`src/tt_pkg.sv`:
```
`timescale 1ns / 1ps

package tt_pkg;

    // Bucket index width; the table holds 2**INDEX_BITS buckets of two slots.
    localparam int INDEX_BITS  = 12;
    localparam int BUCKETS     = 1 << INDEX_BITS;
    localparam int KEY_W       = 64;

    // Command queue between the front and the back end.
    localparam int QUEUE_DEPTH = 2;
    localparam int Q_PTR_W     = (QUEUE_DEPTH > 1) ? $clog2(QUEUE_DEPTH) : 1;
    localparam int Q_CNT_W     = $clog2(QUEUE_DEPTH + 1);

    typedef enum logic {
        OP_LOOKUP = 1'b0,
        OP_STORE  = 1'b1
    } t_op;

    typedef enum logic [1:0] {
        KIND_EMPTY = 2'd0,
        KIND_EXACT = 2'd1,
        KIND_ALPHA = 2'd2,
        KIND_BETA  = 2'd3
    } t_kind;

    typedef enum logic [2:0] {
        OUT_MISS   = 3'd0,
        OUT_HIT    = 3'd1,
        OUT_EXACT  = 3'd2,
        OUT_CUTOFF = 3'd3,
        OUT_WINDOW = 3'd4,
        OUT_STORED = 3'd5
    } t_outcome;

    typedef enum logic [1:0] {
        ST_CLEAR = 2'd0,
        ST_IDLE  = 2'd1,
        ST_EVAL  = 2'd2
    } t_back_state;

    // Stored payload of one slot, score in the low bits.
    typedef struct packed {
        logic [15:0]        prio;
        logic [7:0]         depth;
        t_kind              kind;
        logic signed [8:0]  move;
        logic signed [15:0] score;
    } t_payload;

    typedef struct packed {
        logic [KEY_W-1:0] key;
        t_payload         pay;
    } t_slot;

    localparam int SLOT_W = $bits(t_slot);

    // One classified command as it waits in the queue.
    typedef struct packed {
        t_op                    op;
        logic [INDEX_BITS-1:0]  idx;
        logic [KEY_W-1:0]       key;
        logic [7:0]             depth;
        logic signed [15:0]     score;
        logic [15:0]            prio;
        t_kind                  kind;
        logic signed [8:0]      move;
        logic signed [15:0]     alpha;
        logic signed [15:0]     beta;
    } t_item;

    // Status from the back end to the front end.
    typedef struct packed {
        logic pop;
        logic clearing;
    } t_back_status;

endpackage

```
`src/tt_front.sv`:
```
`timescale 1ns / 1ps

module tt_front (
    input  logic                    i_clk,
    input  logic                    i_rst_n,
    input  logic                    start,
    output logic                    busy,
    input  logic                    i_opcode,
    input  logic [63:0]             i_position_key,
    input  logic [7:0]              i_search_depth,
    input  logic signed [15:0]      i_score,
    input  logic [15:0]             i_keep_priority,
    input  logic [1:0]              i_bound_kind,
    input  logic signed [8:0]       i_move_to_store,
    input  logic signed [15:0]      i_alpha_bound,
    input  logic signed [15:0]      i_beta_bound,
    input  tt_pkg::t_back_status    i_status,
    output tt_pkg::t_item           o_head,
    output logic                    o_head_valid
);

    tt_pkg::t_item                 r_q [tt_pkg::QUEUE_DEPTH];
    logic [tt_pkg::Q_PTR_W-1:0]    r_wptr, n_wptr;
    logic [tt_pkg::Q_PTR_W-1:0]    r_rptr, n_rptr;
    logic [tt_pkg::Q_CNT_W-1:0]    r_count, n_count;
    tt_pkg::t_item                 in_item;
    logic                          push;
    logic                          pop;
    logic                          full;

    // Classify the incoming command and pick its bucket.
    always_comb begin
        in_item.op    = tt_pkg::t_op'(i_opcode);
        in_item.idx   = i_position_key[tt_pkg::INDEX_BITS-1:0];
        in_item.key   = i_position_key;
        in_item.depth = i_search_depth;
        in_item.score = i_score;
        in_item.prio  = i_keep_priority;
        in_item.kind  = tt_pkg::t_kind'(i_bound_kind);
        in_item.move  = i_move_to_store;
        in_item.alpha = i_alpha_bound;
        in_item.beta  = i_beta_bound;
    end

    assign full         = (r_count == tt_pkg::Q_CNT_W'(tt_pkg::QUEUE_DEPTH));
    assign busy         = full || i_status.clearing;
    assign push         = start && !busy;
    assign o_head_valid = (r_count != '0);
    assign pop          = i_status.pop && o_head_valid;
    assign o_head       = r_q[r_rptr];

    always_comb begin
        n_wptr  = r_wptr;
        n_rptr  = r_rptr;
        n_count = r_count;
        if (push) begin
            n_wptr = (r_wptr == tt_pkg::Q_PTR_W'(tt_pkg::QUEUE_DEPTH - 1)) ? '0
                                                                           : r_wptr + 1'b1;
        end
        if (pop) begin
            n_rptr = (r_rptr == tt_pkg::Q_PTR_W'(tt_pkg::QUEUE_DEPTH - 1)) ? '0
                                                                           : r_rptr + 1'b1;
        end
        if (push && !pop) begin
            n_count = r_count + 1'b1;
        end else if (pop && !push) begin
            n_count = r_count - 1'b1;
        end
    end

    always_ff @(posedge i_clk) begin
        if (!i_rst_n) begin
            r_wptr  <= '0;
            r_rptr  <= '0;
            r_count <= '0;
        end else begin
            r_wptr  <= n_wptr;
            r_rptr  <= n_rptr;
            r_count <= n_count;
        end
    end

    always_ff @(posedge i_clk) begin
        if (push) begin
            r_q[r_wptr] <= in_item;
        end
    end

endmodule

```
`config.mk`:
```
export PLATFORM = sky130hd
export DESIGN_NAME = tt_front
export DESIGN_NICKNAME = d
export VERILOG_FILES = /design/src/tt_pkg.sv /design/src/tt_front.sv
export SDC_FILE = /design/constraint.sdc
export NUM_CORES = 1
export LEC_CHECK = 0
export ABC_AREA = 1
export BUFFER_PORTS_ARGS = -buffer_cell sky130_fd_sc_hd__buf_2
export CAP_MARGIN = 15
export CELL_PAD_IN_SITES_DETAIL_PLACEMENT = 1
export CELL_PAD_IN_SITES_GLOBAL_PLACEMENT = 1
export CORE_ASPECT_RATIO = 1.2
export CORE_MARGIN = 2
export CORE_UTILIZATION = 41
export DETAILED_ROUTE_END_ITERATION = 10
export PLACE_DENSITY = 0.79
export RECOVER_POWER = 50
export SLEW_MARGIN = 20
export SYNTH_ARGS = -nofsm -noshare
export SYNTH_HDL_FRONTEND = slang
export SYNTH_SLANG_ARGS = --single-unit
```
`constraint.sdc`:
```
create_clock -name i_clk -period 10.6 [get_ports i_clk]
set_input_delay 1.59 -clock i_clk [delete_from_list [all_inputs] [get_ports i_clk]]
set_output_delay 1.59 -clock i_clk [all_outputs]
set_load 0.005 [all_outputs]
```
==> impl_results.md <==
- GRT Total Usage: 0.156
- Crit path from: i_status[0]
- Clk_lat worst skew: 0.55 ns
- Chip height: 184 µm
- Crit path max fanout: 92
- Setup Total Neg Slack: 0 ns
- Synthesized instance count: 513
- Placed cells: 1139
- Cell Rows: 65
- # IOs: 315
- Finished Layout Cells: 1195
- Final core occ: 0.515
- VDD IR max: 0.128 mV
- Via count: 5769
- Relative slew slack: -1.91
- Total of max-cap violations: 1
- Post-Place Worst Slack: 6.33 ns
- Setup Skew: 0.0150 ns
- CTS resizes: 0
- Status: complete, but fails checks
- Via density: 4.83
- RSZ-0062 raised after global routing: false
- Setup-failing EPs final: 0
- WL final: 23200 µm
- Post-route minimum period: 6.58 ns
- Pin count of the biggest net entering global routing: 93
- Setup Fix Bufs, Post-CTS: 0
- CP Class: in2reg
- Fmax: 152 MHz
- CTS H-tree depth: 1
- Worst r2r src: r_count[0]$_SDFFE_PN0P_
- Port bufs: 314
- Drt initial violations: 198
- Starting Density: 0.419
- Remaining DRCs: 0
- Clk sinks: 301
- Syn Nets: 667
- Routability cong.: 0.750
- Synthesized area: 11100 µm²
- Reg clk slew, reported paths: 0.06 ns
- Hold path startpoint: r_rptr$_SDFFE_PN0P_
- Initial antenna violation count: 5
- FILL cells: 2569
- Die Wd: 154 µm
- CTS tree: built
- Cts hold-fix bufs: 0
- Number of CTS-inserted buffers: 29
- CTS root buffer: clkbuf_16
- Crit. End Element: flop
- CP max stage cell: clkinvlp_2
- Synth unique cells: 15
- Warnings from Yosys: 0
- Die area: 28300 µm²
- Syn Area/Cell: 21.6 µm²
- Vias in the first global route: 6317
- Crit path DAT: 6.76 ns
- Placed wire-length estimate: 15700 µm
- Core ar.: 26400 µm²
- Drt pass-1 iters: 4
- Sequential fraction of the synthesis area: 0.812
- First-pass GRT wire length: 34300 µm
- Power per cell area: 202 nW/µm²
- WP data required: 10.78 ns
- Cell Chain, Critical Path: buf_2, inv_1, nand4_1, clkinvlp_2, buf_4
- Setup ws final: 4.02 ns
- WHS: 0.545 ns
- Post-route cell area: 13600 µm²
- Failing checks: capacitance limit, slew limit
- NumNets Final: 989
- CP Launch Type: input pin
- Total gr overflow: 0
- Final hold viol count: 0
- Crit-path max cell delay: 3.22 ns
- Fin. max-slew vios: 93
- WL per Instance: 19.4 µm
- Yosys reg bits: 301
- Worst Hold Class: reg2reg
- Share of cells above drive strength 1: 0.505
- Period Utilization, post-route: 0.621
- Area Overhead vs Synth: 23.1%
- Pwr Total: 2.75 mW
- Worst-margin pin slew: 4.35 ns
- DP Area: 12900 µm²
- Commonest cells after routing, fill and taps aside: 296 x edfxtp_1, 236 x buf_2, 148 x mux2_2, 81 x clkbuf_1, 29 x clkbuf_16
- Leakage power: 4.87 nW
- Commonest non-fill, non-tap cell in the layout: edfxtp_1
- CTS Buffer Depth: 3
- Post-DRT Antenna Nets: 0
routing by layer:
layer / up-vias / part of all wire / wire length [µm] / global-route usage
met1: 2836 / 0.36 / 8260 / 0.166
li1: 2652 / - / - / -
met5: - / 0.00082 / 19 / 0
met2: 230 / 0.53 / 12300 / 0.288
met4: 4 / 0.027 / 631 / 0.0531
met3: 47 / 0.087 / 2010 / 0.0547
cells in the mapped netlist:
| cell type | instances | share of area |
|---|---|---|
| mux2_2 | 148 | 0.15 |
| nand3_1 | 2 | 0.00090 |
| buf_4 | 14 | 0.0095 |
| edfxtp_1 | 296 | 0.80 |
| inv_1 | 11 | 0.0037 |
| o21a_1 | 1 | 0.00068 |
| ha_1 | 1 | 0.0011 |
| a21oi_1 | 1 | 0.00045 |
| nand2_1 | 11 | 0.0037 |
| dfxtp_1 | 5 | 0.0090 |
| buf_2 | 2 | 0.00090 |
| nor2_1 | 6 | 0.0020 |
| o21ai_0 | 1 | 0.00045 |
| nand4_1 | 2 | 0.0011 |
| buf_6 | 12 | 0.012 |
worst max-delay path: cells and delay by family:
family	cells	cell delay, ns
buf+inv	4	4.91
simple gates	1	0.14
worst paths after layout:
path	end	slack, ns	cells past startpoint
setup reg to reg	r_q[1][122]$_DFFE_PP_	4.64	5
hold / removal	flop	0.55	3
hold reg to reg	flop	0.55	3
setup / recovery	r_q[1][122]$_DFFE_PP_	4.02	5
area by class of cell:
| type | instances | area (µm²) | share of cell area |
|---|---|---|---|
| clock buffer | 35 | 748 | 0.0549 |
| tap | 335 | 419 | 0.0308 |
| multi-input combinational | 173 | 1790 | 0.131 |
| antenna | 4 | 10.0 | 0.000735 |
| clock inverter | 17 | 106 | 0.00781 |
| timing repair buffer | 319 | 1510 | 0.111 |
| sequential | 301 | 8990 | 0.660 |
| inverter | 11 | 42.5 | 0.00312 |
where the power goes:
part	switching [mW]	leakage [nW]	internal, mW
Sequential	0.0251	2.75	1.39
Combinational	0.195	1.69	0.197
Clock	0.416	0.428	0.523
flip-flops by register name (all words and copies together), names as in the netlist, named ones only:
register  count
r_q         296
r_count       2
r_wptr        1
r_rptr        1
kinds of logic (layout without fill, tap and decap cells):
logic type | Yosys count | in the layout | synth area share
compound gates | 3 | 3 | 0.00158
fa+ha+maj | 1 | 1 | 0.00113
flops | 301 | 301 | 0.812
other cells | 0 | 4 | 0
simple gates | 21 | 21 | 0.00780
mux | 148 | 148 | 0.151
buf+inv | 39 | 382 | 0.0264
Power figures use the tool's default switching activity.
